===== src/rtl/core/assert_macros.svh =====
// Assertion macros for the RTL files that check their own logic.
`ifndef ASSERT_MACROS_SVH
`define ASSERT_MACROS_SVH

`ifndef ASSERT_OFF
`define ASSERT_PROP(lbl, clk, rst_n, prop) \
  lbl: assert property (@(posedge clk) disable iff (!rst_n) prop) \
    else $error("assertion failed");
`define ASSERT_NEVER(lbl, clk, rst_n, cond) \
  lbl: assert property (@(posedge clk) disable iff (!rst_n) !(cond)) \
    else $error("forbidden condition seen");
`else
`define ASSERT_PROP(lbl, clk, rst_n, prop)
`define ASSERT_NEVER(lbl, clk, rst_n, cond)
`endif

`endif


===== src/rtl/core/eitp_pkg.sv =====
// Types, constants and helpers of the Ethernet/IPv4/TCP header parser.
package eitp_pkg;

  localparam logic [15:0] HTTP_PORT_RST  = 16'h0050;
  localparam logic [15:0] ETHERTYPE_IPV4 = 16'h0800;
  localparam logic [7:0]  PROTO_TCP      = 8'd6;
  localparam logic [7:0]  CH_CR          = 8'h0d;
  localparam logic [7:0]  CH_LF          = 8'h0a;
  localparam logic [7:0]  CH_DOT         = 8'h2e;
  localparam logic [7:0]  CH_PRINT_LO    = 8'h20;
  localparam logic [7:0]  CH_PRINT_HI    = 8'h7e;
  localparam logic [5:0]  MIN_HDR_BYTES  = 6'd20;

  localparam int unsigned OFIFO_DEPTH = 4;
  localparam int unsigned OFIFO_PTR_W = $clog2(OFIFO_DEPTH);
  localparam int unsigned OFIFO_CNT_W = $clog2(OFIFO_DEPTH + 1);

  typedef enum logic [2:0] {
    KIND_ETH   = 3'd0,
    KIND_IPV4  = 3'd1,
    KIND_TCP   = 3'd2,
    KIND_CHAR  = 3'd3,
    KIND_BREAK = 3'd4
  } kind_e;

  typedef struct packed {
    logic [7:0] frame_byte;
    logic       start_of_frame;
  } in_t;

  typedef struct packed {
    kind_e       kind;
    logic [47:0] src_mac;
    logic [47:0] dst_mac;
    logic [31:0] src_ip;
    logic [31:0] dst_ip;
    logic [5:0]  ip_header_len;
    logic [15:0] src_tcp_port;
    logic [15:0] dst_port;
    logic [5:0]  tcp_header_len;
    logic [15:0] payload_len;
    logic [7:0]  payload_char;
    logic        last;
  } out_t;

  // Up to two results per frame byte, in order res0 then res1.
  typedef struct packed {
    logic [1:0] cnt;
    out_t       res0;
    out_t       res1;
  } push_t;

  function automatic out_t make_text(kind_e k, logic [7:0] ch, logic last);
    out_t r;
    r              = '0;
    r.kind         = k;
    r.payload_char = ch;
    r.last         = last;
    return r;
  endfunction

endpackage


===== src/rtl/core/eitp_parser.sv =====
// Per-byte header capture, phase control and payload text mapping.
module eitp_parser
  import eitp_pkg::*;
(
  input  logic        clk_i,
  input  logic        rst_ni,
  input  logic        in_fire_i,
  input  in_t         in_data_i,
  input  logic        cfg_we_i,
  input  logic [15:0] cfg_wdata_i,
  output push_t       push_o
);

  typedef enum logic [2:0] {
    PH_IDLE,
    PH_ETH,
    PH_IP,
    PH_TCP,
    PH_PAY,
    PH_DONE
  } phase_e;

  phase_e      phase_q, phase_d;
  logic [15:0] http_port_q, http_port_d;
  logic        pcr_q, pcr_d;
  logic [5:0]  off_q, off_d;
  logic [47:0] dst_mac_q, dst_mac_d, src_mac_q, src_mac_d;
  logic [15:0] etype_q, etype_d;
  logic [31:0] src_ip_q, src_ip_d, dst_ip_q, dst_ip_d;
  logic [15:0] iplen_q, iplen_d;
  logic [5:0]  ihl_q, ihl_d;
  logic [7:0]  proto_q, proto_d;
  logic [15:0] sport_q, sport_d, dport_q, dport_d;
  logic [5:0]  thl_q, thl_d;
  logic [15:0] left_q, left_d;

  logic [7:0]  b;
  logic [5:0]  off;
  logic [6:0]  off_inc;
  logic [6:0]  hdrs;
  logic [15:0] plen;
  logic        fin;
  logic        lf_done;
  logic        dot_first;
  logic [7:0]  ch;
  out_t        rec;

  always_comb begin
    phase_d     = phase_q;
    http_port_d = cfg_we_i ? cfg_wdata_i : http_port_q;
    pcr_d       = pcr_q;
    off_d       = off_q;
    dst_mac_d   = dst_mac_q;
    src_mac_d   = src_mac_q;
    etype_d     = etype_q;
    src_ip_d    = src_ip_q;
    dst_ip_d    = dst_ip_q;
    iplen_d     = iplen_q;
    ihl_d       = ihl_q;
    proto_d     = proto_q;
    sport_d     = sport_q;
    dport_d     = dport_q;
    thl_d       = thl_q;
    left_d      = left_q;
    push_o      = '0;
    b           = in_data_i.frame_byte;
    off         = off_q;
    off_inc     = 7'd0;
    hdrs        = 7'd0;
    plen        = 16'd0;
    fin         = 1'b0;
    lf_done     = 1'b0;
    dot_first   = 1'b0;
    ch          = CH_DOT;
    rec         = '0;

    if (in_fire_i) begin
      // Restart on a new frame: clear all captures first.
      if (in_data_i.start_of_frame) begin
        phase_d   = PH_ETH;
        off_d     = '0;
        dst_mac_d = '0;
        src_mac_d = '0;
        etype_d   = '0;
        src_ip_d  = '0;
        dst_ip_d  = '0;
        iplen_d   = '0;
        ihl_d     = '0;
        proto_d   = '0;
        sport_d   = '0;
        dport_d   = '0;
        thl_d     = '0;
        left_d    = '0;
        pcr_d     = 1'b0;
      end
      off     = off_d;
      off_inc = {1'b0, off} + 7'd1;

      // Per-phase byte handling; records use the captures as they stand after this byte.
      unique case (phase_d)
        PH_ETH: begin
          if (off < 6'd6) begin
            dst_mac_d = {dst_mac_d[39:0], b};
          end else if (off < 6'd12) begin
            src_mac_d = {src_mac_d[39:0], b};
          end else begin
            etype_d = {etype_d[7:0], b};
          end
          if (off >= 6'd13) begin
            off_d = '0;
            if (etype_d == ETHERTYPE_IPV4) begin
              phase_d = PH_IP;
            end else begin
              phase_d          = PH_DONE;
              rec.kind         = KIND_ETH;
              rec.src_mac      = src_mac_d;
              rec.dst_mac      = dst_mac_d;
              rec.last         = 1'b1;
              push_o.cnt       = 2'd1;
              push_o.res0      = rec;
            end
          end else begin
            off_d = off_inc[5:0];
          end
        end

        PH_IP: begin
          if (off == 6'd0) begin
            ihl_d = {b[3:0], 2'b00};
          end else if (off == 6'd2 || off == 6'd3) begin
            iplen_d = {iplen_d[7:0], b};
          end else if (off == 6'd9) begin
            proto_d = b;
          end else if (off >= 6'd12 && off < 6'd16) begin
            src_ip_d = {src_ip_d[23:0], b};
          end else if (off >= 6'd16 && off < 6'd20) begin
            dst_ip_d = {dst_ip_d[23:0], b};
          end
          if (off == 6'd19 && (ihl_d < MIN_HDR_BYTES || proto_d != PROTO_TCP)) begin
            phase_d           = PH_DONE;
            rec.kind          = KIND_IPV4;
            rec.src_mac       = src_mac_d;
            rec.dst_mac       = dst_mac_d;
            rec.src_ip        = src_ip_d;
            rec.dst_ip        = dst_ip_d;
            rec.ip_header_len = ihl_d;
            rec.last          = 1'b1;
            push_o.cnt        = 2'd1;
            push_o.res0       = rec;
          end else if (off >= 6'd19 && off_inc >= {1'b0, ihl_d}) begin
            // Options skipped; TCP header starts with the next byte.
            phase_d = PH_TCP;
            off_d   = '0;
          end else begin
            off_d = off_inc[5:0];
          end
        end

        PH_TCP: begin
          if (off < 6'd2) begin
            sport_d = {sport_d[7:0], b};
          end else if (off < 6'd4) begin
            dport_d = {dport_d[7:0], b};
          end else if (off == 6'd12) begin
            thl_d = {b[7:4], 2'b00};
          end
          if (off == 6'd19) begin
            hdrs = {1'b0, ihl_d} + {1'b0, thl_d};
            if (thl_d >= MIN_HDR_BYTES &&
                (sport_d == http_port_q || dport_d == http_port_q) &&
                iplen_d > {9'd0, hdrs}) begin
              plen = iplen_d - {9'd0, hdrs};
            end
            rec.kind           = KIND_TCP;
            rec.src_mac        = src_mac_d;
            rec.dst_mac        = dst_mac_d;
            rec.src_ip         = src_ip_d;
            rec.dst_ip         = dst_ip_d;
            rec.ip_header_len  = ihl_d;
            rec.src_tcp_port   = sport_d;
            rec.dst_port       = dport_d;
            rec.tcp_header_len = thl_d;
            rec.payload_len    = plen;
            rec.last           = (plen == 16'd0);
            push_o.cnt         = 2'd1;
            push_o.res0        = rec;
            if (plen == 16'd0) begin
              phase_d = PH_DONE;
            end else begin
              left_d = plen;
              if (thl_d == MIN_HDR_BYTES) begin
                phase_d = PH_PAY;
                off_d   = '0;
              end else begin
                off_d = off_inc[5:0];
              end
            end
          end else if (off > 6'd19 && off_inc >= {1'b0, thl_d}) begin
            phase_d = PH_PAY;
            off_d   = '0;
          end else begin
            off_d = off_inc[5:0];
          end
        end

        PH_PAY: begin
          left_d = left_d - 16'd1;
          fin    = (left_d == 16'd0);
          if (fin) begin
            phase_d = PH_DONE;
          end
          // Held CR: merge with LF into a line break, else emit it as a dot.
          if (pcr_d) begin
            pcr_d = 1'b0;
            if (b == CH_LF) begin
              lf_done     = 1'b1;
              push_o.cnt  = 2'd1;
              push_o.res0 = make_text(KIND_BREAK, 8'd0, fin);
            end else begin
              dot_first   = 1'b1;
              push_o.res0 = make_text(KIND_CHAR, CH_DOT, 1'b0);
            end
          end
          if (!lf_done) begin
            if (b == CH_CR && !fin) begin
              pcr_d      = 1'b1;
              push_o.cnt = dot_first ? 2'd1 : 2'd0;
            end else begin
              if (b >= CH_PRINT_LO && b <= CH_PRINT_HI) begin
                ch = b;
              end
              if (dot_first) begin
                push_o.cnt  = 2'd2;
                push_o.res1 = make_text(KIND_CHAR, ch, fin);
              end else begin
                push_o.cnt  = 2'd1;
                push_o.res0 = make_text(KIND_CHAR, ch, fin);
              end
            end
          end
        end

        default: ;
      endcase
    end
  end

  always_ff @(posedge clk_i or negedge rst_ni) begin
    if (!rst_ni) begin
      phase_q     <= PH_IDLE;
      http_port_q <= HTTP_PORT_RST;
      pcr_q       <= 1'b0;
      off_q       <= '0;
      left_q      <= '0;
    end else begin
      phase_q     <= phase_d;
      http_port_q <= http_port_d;
      pcr_q       <= pcr_d;
      off_q       <= off_d;
      left_q      <= left_d;
    end
  end

  always_ff @(posedge clk_i) begin
    dst_mac_q <= dst_mac_d;
    src_mac_q <= src_mac_d;
    etype_q   <= etype_d;
    src_ip_q  <= src_ip_d;
    dst_ip_q  <= dst_ip_d;
    iplen_q   <= iplen_d;
    ihl_q     <= ihl_d;
    proto_q   <= proto_d;
    sport_q   <= sport_d;
    dport_q   <= dport_d;
    thl_q     <= thl_d;
  end

endmodule


===== src/rtl/core/eitp_out_fifo.sv =====
// Result queue: takes up to two results per cycle, hands out one per transfer.
module eitp_out_fifo
  import eitp_pkg::*;
(
  input  logic  clk_i,
  input  logic  rst_ni,
  input  push_t push_i,
  output logic  space_o,
  output logic  out_valid_o,
  input  logic  out_ready_i,
  output out_t  out_data_o
);

  out_t                   mem_q [OFIFO_DEPTH];
  logic [OFIFO_PTR_W-1:0] wr_ptr_q, wr_ptr_d;
  logic [OFIFO_PTR_W-1:0] rd_ptr_q, rd_ptr_d;
  logic [OFIFO_CNT_W-1:0] count_q, count_d;
  logic [OFIFO_PTR_W-1:0] wr_ptr_nxt;
  logic                   pop;

  assign out_valid_o = (count_q != '0);
  assign out_data_o  = mem_q[rd_ptr_q];
  assign pop         = out_valid_o & out_ready_i;
  // Keep room for the two results one byte can raise.
  assign space_o     = (count_q <= OFIFO_CNT_W'(OFIFO_DEPTH - 2));
  assign wr_ptr_nxt  = wr_ptr_q + OFIFO_PTR_W'(1);

  always_comb begin
    wr_ptr_d = wr_ptr_q + OFIFO_PTR_W'(push_i.cnt);
    rd_ptr_d = rd_ptr_q + OFIFO_PTR_W'(pop);
    count_d  = count_q + OFIFO_CNT_W'(push_i.cnt) - OFIFO_CNT_W'(pop);
  end

  always_ff @(posedge clk_i or negedge rst_ni) begin
    if (!rst_ni) begin
      wr_ptr_q <= '0;
      rd_ptr_q <= '0;
      count_q  <= '0;
    end else begin
      wr_ptr_q <= wr_ptr_d;
      rd_ptr_q <= rd_ptr_d;
      count_q  <= count_d;
    end
  end

  always_ff @(posedge clk_i) begin
    if (push_i.cnt != 2'd0) begin
      mem_q[wr_ptr_q] <= push_i.res0;
    end
    if (push_i.cnt == 2'd2) begin
      mem_q[wr_ptr_nxt] <= push_i.res1;
    end
  end

endmodule


===== src/rtl/core/eth_ipv4_tcp_header_parser.sv =====
// Top level of the Ethernet/IPv4/TCP header parser with payload text output.
//
//   channel  | signals                                  | direction
//   ---------+------------------------------------------+----------
//   input    | in_valid_i, in_ready_o, in_data_i        | in
//   output   | out_valid_o, out_ready_i, out_data_o     | out
//   config   | cfg_we_i, cfg_wdata_i (http_port)        | in
//
// One frame byte is taken per cycle while in_ready_o is high; its results
// are written into a 4-entry result queue at the end of that cycle and leave
// at one per output transfer; in_ready_o drops with over two results queued.
// Reset puts the parser in idle (bytes ignored until a start of frame) and
// loads http_port with 80; no clearing pass is needed.
`include "assert_macros.svh"

module eth_ipv4_tcp_header_parser
  import eitp_pkg::*;
(
  input  logic        clk_i,
  input  logic        rst_ni,
  input  logic        in_valid_i,
  output logic        in_ready_o,
  input  in_t         in_data_i,
  output logic        out_valid_o,
  input  logic        out_ready_i,
  output out_t        out_data_o,
  input  logic        cfg_we_i,
  input  logic [15:0] cfg_wdata_i
);

  logic  in_fire;
  push_t push;

  assign in_fire = in_valid_i & in_ready_o;

  eitp_parser u_parser (
    .clk_i       (clk_i),
    .rst_ni      (rst_ni),
    .in_fire_i   (in_fire),
    .in_data_i   (in_data_i),
    .cfg_we_i    (cfg_we_i),
    .cfg_wdata_i (cfg_wdata_i),
    .push_o      (push)
  );

  eitp_out_fifo u_out_fifo (
    .clk_i       (clk_i),
    .rst_ni      (rst_ni),
    .push_i      (push),
    .space_o     (in_ready_o),
    .out_valid_o (out_valid_o),
    .out_ready_i (out_ready_i),
    .out_data_o  (out_data_o)
  );

  `ASSERT_NEVER(a_push_needs_byte, clk_i, rst_ni, !in_fire && push.cnt != 2'd0)
  `ASSERT_PROP(a_pair_dot_first, clk_i, rst_ni, push.cnt == 2'd2 |-> push.res0.payload_char == CH_DOT)
  `ASSERT_PROP(a_stall_means_backlog, clk_i, rst_ni, !in_ready_o |-> out_valid_o)

endmodule

===== config.mk =====
export PLATFORM = sky130hd
export DESIGN_NAME = eth_ipv4_tcp_header_parser
export DESIGN_NICKNAME = d
export VERILOG_FILES = /design/src/rtl/core/eitp_pkg.sv /design/src/rtl/core/eitp_parser.sv /design/src/rtl/core/eitp_out_fifo.sv /design/src/rtl/core/eth_ipv4_tcp_header_parser.sv
export VERILOG_INCLUDE_DIRS = /design/src /design/src/rtl/core
export SDC_FILE = /design/constraint.sdc
export NUM_CORES = 2
export LEC_CHECK = 0
export BUFFER_PORTS_ARGS = -buffer_cell sky130_fd_sc_hd__buf_2
export CAP_MARGIN = 0
export CORE_MARGIN = 2
export CORE_UTILIZATION = 35
export DETAILED_ROUTE_END_ITERATION = 8
export GPL_TIMING_DRIVEN = 0
export PLACE_DENSITY = 0.46
export SETUP_SLACK_MARGIN = 0.1
export SLEW_MARGIN = 20
export SYNTH_ARGS = -nofsm -noshare
export SYNTH_HDL_FRONTEND = slang
export SYNTH_SLANG_ARGS = --single-unit
export TNS_END_PERCENT = 1

===== constraint.sdc =====
create_clock -name clk_i -period 12.5 [get_ports clk_i]
set_input_delay 2.5 -clock clk_i [delete_from_list [all_inputs] [get_ports clk_i]]
set_output_delay 2.5 -clock clk_i [all_outputs]
set_load 0.03 [all_outputs]

# [Word-level counts from Yosys, hierarchy flattened]
# Memories as Yosys holds them, arrays and structs flattened.
# Index checks and enable logic that the tools add are counted.
[word_totals] elab_cells=213 ramBits=928 mem_count=1 regBits=293
[op_classes] reduce_logical=18 eq_ne=17 muxes=128 n_bitwise=2 add_sub_neg=9 n_lt_le_gt_ge=19
[mem_list] memory="u_out_fifo.mem_q" words=4 word_bits=232 rd=1 rd_ports_with_merged_regs=0 wr=2 line_no="eitp_out_fifo.sv:14" rtl="out_t mem_q [OFIFO_DEPTH];"
[op_table] op="234-bit one-hot mux with 4 select lines" n=1
[op_table] op="466-bit two-way mux" n=2
[op_table] op="233-bit two-way mux" n=3
[op_table] op="232-bit two-way mux" n=3
[op_table] op="16-bit two-way mux" n=30
[op_table] op="234-bit two-way mux" n=2
[op_table] op="464-bit two-way mux" n=1
[op_table] op="32-bit two-way mux" n=13
[op_table] op="48-bit two-way mux" n=7
[op_table] op="231-bit two-way mux" n=1
[op_table] op="6-bit two-way mux" n=22
[op_table] op="8-bit two-way mux" n=8
[op_table] op="3-bit two-way mux" n=11
[op_table] op="16-bit == test" n=2
[op_table] op="16-bit logical NOT" n=2
[op_table] op="16-bit one-hot mux with 2 select lines" n=1
[op_table] op="1-bit two-way mux" n=19
[op_table] op="6-bit by 5-bit greater-or-equal comparator with 1-bit output (second input constant)" n=3
[op_table] op="6-bit by 5-bit less-than comparator with 1-bit output (second input constant)" n=3
[op_table] op="6-bit one-hot mux with 3 select lines" n=1
[op_table] op="16-bit by 12-bit == test with 1-bit output (second input constant)" n=1
[op_table] op="8-bit by 4-bit == test with 1-bit output (second input constant)" n=2
[op_table] op="16-bit by 7-bit > comparator with 1-bit output" n=1
[op_table] op="16-bit by 1-bit subtractor with 16-bit output (second input constant)" n=1
[op_table] op="other kinds (34)" n=53

# [Logic depth before layout (Yosys ltp)]
[depth] word_depth=23 ltp_mapped=34 depth_no_buf=24

# [Modules after synthesis]
# From an unflattened synthesis, not the netlist that was laid out.
[unflattened] cells_unflattened=4610 area_unflattened_um2=65321.4
[modules_own_cells] mod="eitp_out_fifo" instances=1 cells_each=2284 area_per_inst_um2=44821.7
[modules_own_cells] mod="eitp_parser" instances=1 cells_each=2325 area_per_inst_um2=20493.4
[modules_own_cells] mod="eth_ipv4_tcp_header_parser" instances=1 cells_each=1 area_per_inst_um2=6.3

# [Worst setup path before layout]
# Ideal clock, no wire load.
[synth_path] path_kind="input to register" start="input port in_valid_i" end="register u_parser.left_q[1]" cell_stages=6 arrival_ns=11.276 slack_ns=1.074 t_required_ns=12.350 setup_time_ns=0.150 path_cell_list="nand2_1 inv_1 clkbuf_1 o221ai_1 nor3_1 nor2_1"
[synth_via] elab_chain_len=1
[synth_lines] element="from (decl)" line_no="eth_ipv4_tcp_header_parser.sv:21" rtl="input logic in_valid_i,"
[synth_lines] element="1-bit AND" line_no="eth_ipv4_tcp_header_parser.sv:34" rtl="assign in_fire = in_valid_i & in_ready_o;"
[synth_lines] element="net in_fire" line_no="eth_ipv4_tcp_header_parser.sv:31" rtl="logic in_fire;"
[synth_lines] element="to (signal assigned)" line_no="eitp_parser.sv:260" rtl="left_q <= left_d;"
[synth_lines] element="to (decl)" line_no="eitp_parser.sv:35" rtl="logic [15:0] left_q, left_d;"
# The timed path passes the listed nets, and every way through them passes these cells.
# A chain may end at the register's enable or synchronous reset.

==> flow_metrics.tcl <==
set metrics [dict create \
    worstMarginPinSlew_ns 1.227 \
    drv_slew 0 \
    cp-end-kind "register" \
    cts_tree "yes" \
    grtUsageTotal_pct 28.39 \
    core_um2 160000 \
    synth-simple-area-share_pct 20.51 \
    timing.reg2reg.setup_slack_ns 4.58 \
    cts.sink_count 1221 \
    dieArea_um2 163700 \
    fin_worst_skew_ns 0.03266 \
    outcome "completed" \
    rsz0062_at_grt "no" \
    ant_nets 0 \
    dr.pass1.iters 6 \
    cp_data_arrival_time_ns 12.68 \
    synth_top_family_by_area "simple AND/OR/NAND/NOR gates" \
    start_kind "primary input" \
    synth-main-ff-cell "dfxtp_1" \
    final-seq-area_um2 27570 \
    synth.avg_cell_area_um2 9.001 \
    crit_slowest_cell "nor3_1" \
    routed_wl_um 237100 \
    vdd_ir_drop_max_uv 153.0 \
    rows 147 \
    endpoint "u_out_fifo.mem_q[3][0]$_DFFE_PP_" \
    cp_top_family "buffers and inverters" \
    ys_seq_elements 1221 \
    crit_cells 33 \
    cts_buffers 144 \
    viasPerCell 5.685 \
    drt_iter0_drc 5000 \
    grt_max_degree 52 \
    antenna_found_initial 23 \
    p_leak_nw 24.32 \
    gp_congestion 0.9259 \
    final-hold-violation-count 0 \
    yosysWarningCount 0 \
    final_cell_mix "nand2_1 (1256), dfxtp_1 (884), a21oi_1 (836), nand3_1 (617), nor2_1 (576)" \
    root_buffer "clkbuf_16" \
    pre_cts_slack_ns -0.9907 \
    grt.overflow.total 0 \
    synth_fa_ha_area_share_pct 0.9309 \
    yosysUniqueCellTypes 96 \
    syn_area_um2 56180 \
    via_count 50406 \
    synthArstFlopShare_pct 4.013 \
    r2r_end "u_out_fifo.mem_q[3][0]$_DFFE_PP_" \
    power_w 0.01170 \
    period_share_pct 97.29 \
    fp.dieH_um 404.7 \
    cts_buffer_depth 3 \
    synthMuxAreaShare_pct 10.48 \
    synth_edf_count 288 \
    max_clock_freq_mhz 82.23 \
    drc 0 \
    fin_crit_ns 12.16 \
    crit_required_ns 13.01 \
    crit_start "in_data_i[0]" \
    insertion_delay_ns 0.81 \
    critPathKind "primary input to register" \
    setup_slack_ns 0.3384 \
    slew_headroom_pct 18.23 \
    r2r_cells 26 \
    dp_hpwl_um 166600 \
    drive_above_1_share_pct 15.10 \
    power_density_nw_per_um2 180.1 \
    nets 6725 \
    wl_per_cell_um 26.74 \
    clk_pin_slew_ns 0.06 \
    hold_path.class "register to register" \
    setup_viol 0 \
    start_util_pct 35.11 \
    ctsHtreeMaxLevel 4 \
    cpPeakStageDelay_ns 0.75 \
    critPathBufInv 12 \
    r2r-start "u_parser.off_q[1]$_DFFE_PN0P_" \
    fin_tns_setup_ns 0 \
    ys_seq_area_share_pct 49.08 \
    final_common_cell "nand2_1" \
    cap_violations 0 \
    synthCells 6242 \
    area_growth_pct 15.65 \
    crit_fanout 10 \
    design_area_um2 64970 \
    synth-compound-area-share_pct 13.84 \
    synth_xor_area_share_pct 0.6392 \
    multi_input_area_um2 26150 \
    io_buffers 256 \
    ioPinCount 264 \
    die_w_um 404.7 \
    postPlaceCellArea_um2 60330 \
    grt_pass1_vias 48338 \
    grt_pass1_wl_um 342500 \
    timing.hold.ws_ns 0.4495 \
    fillers 16346 \
]
[per-stage QoR]
stage | cells | util, %
finish | 8866 | 40.60
global route | 8860 | 40.60
CTS | 8860 | 40.59
detailed placement | 8595 | 37.70
global placement | 8587 | 37.55
floorplan | 6245 | -
[layout make-up]
class / count / share of cell area [%]
diodes: 6 / 0.02311
plain buffers: 539 / 3.651
clock buffers: 216 / 6.544
clock inverters: 49 / 0.5488
inverters: 53 / 0.3062
multi-input cells: 4432 / 40.25
flip-flops and latches: 1221 / 42.44
well taps: 2086 / 4.017
repair buffers: 264 / 2.218
[where the power goes]
group / switching [W] / internal [W]
sequential: 0.000332 / 0.00442
combinational: 0.00188 / 0.000896
clock: 0.00179 / 0.00238
[registers in the layout, summed over array words and instances, names as in the netlist, 16 cells and up]
| name | flops |
|---|---|
| u_parser.http_port_q | 16 |
| u_parser.iplen_q | 16 |
| u_parser.left_q | 16 |
| u_parser.dst_mac_q | 48 |
| u_parser.src_ip_q | 32 |
| u_out_fifo.mem_q | 928 |
| u_parser.sport_q | 16 |
| u_parser.etype_q | 16 |
| u_parser.dst_ip_q | 32 |
| u_parser.dport_q | 16 |
| u_parser.src_mac_q | 48 |
[Yosys cell counts, drive strengths merged (37+ instances only)]
| library cell | n | share of area (%) |
|---|---|---|
| a21oi | 838 | 7.5 |
| a22o | 77 | 1.2 |
| a22oi | 46 | 0.61 |
| buf | 286 | 2.5 |
| clkbuf | 253 | 1.7 |
| dfrtp | 47 | 2.1 |
| dfxtp | 884 | 31 |
| edfxtp | 288 | 15 |
| ha | 37 | 0.82 |
| inv | 52 | 0.35 |
| mux2i | 44 | 0.78 |
| mux4 | 232 | 9.3 |
| nand2 | 1258 | 8.4 |
| nand3 | 617 | 5.5 |
| nor2 | 583 | 3.9 |
| nor2b | 51 | 0.57 |
| o21ai | 249 | 2.2 |
[logic make-up (layout without fill, tap and decap cells)]
logic type,after synthesis,count (layout)
AO/OA/AOI/OAI,1370,1370
XOR/XNOR,41,41
adder cells (fa/ha/maj),40,40
buffers and inverters,592,1121
flip-flops,1221,1221
multiplexers,296,296
other,1,10
AND/OR/NAND/NOR,2681,2681
[per-layer routing]
layer	track usage, %	routed length [um]	part of all wire [%]
met1	39.34	104100	44
met5	0	12	0.0051
met4	10.36	8835	3.7
met2	44.30	107300	45
met3	4.978	16850	7.1
[worst register-to-register path: cells and delay by family (launching register included)]
| kind | cells | cell delay (ns) |
|---|---|---|
| AOI/OAI and AO/OA | 11 | 2.87 |
| buffers and inverters | 7 | 1.76 |
| and+or+nand+nor | 4 | 1.53 |
| adders and majority gates | 3 | 1.03 |
| DFF | 1 | 0.35 |
| xor gates and xnor gates | 1 | 0.12 |
[how the worst min path moves through the flow]
stage | to | slack, ns | start | cells past startpoint
after floorplan | u_out_fifo.mem_q[2][10]$_SDFFE_PP0P_ | 0.42 | u_out_fifo.mem_q[2][10]$_SDFFE_PP0P_ | 2
after global placement | u_out_fifo.mem_q[1][15]$_SDFFE_PP0P_ | 0.44 | u_out_fifo.mem_q[1][15]$_SDFFE_PP0P_ | 2
after detailed placement | u_out_fifo.mem_q[2][149]$_SDFFE_PP0P_ | 0.44 | u_out_fifo.mem_q[2][149]$_SDFFE_PP0P_ | 2
after CTS | u_out_fifo.mem_q[3][133]$_SDFFE_PP0P_ | 0.45 | u_out_fifo.mem_q[3][133]$_SDFFE_PP0P_ | 2
after global routing | u_out_fifo.mem_q[2][59]$_SDFFE_PP0P_ | 0.47 | u_out_fifo.mem_q[2][59]$_SDFFE_PP0P_ | 2
final | u_out_fifo.mem_q[2][221]$_SDFFE_PP0P_ | 0.45 | u_out_fifo.mem_q[2][221]$_SDFFE_PP0P_ | 2
[what timing repair did]
item / CTS / global route
endpoints found under the setup margin: 6 / 6
resized for setup: 2 / 2
hold buffers: 0 / 0
buffers inserted: 0 / 0
pin swaps: 0 / 0
Power figures use the tool's default switching activity.
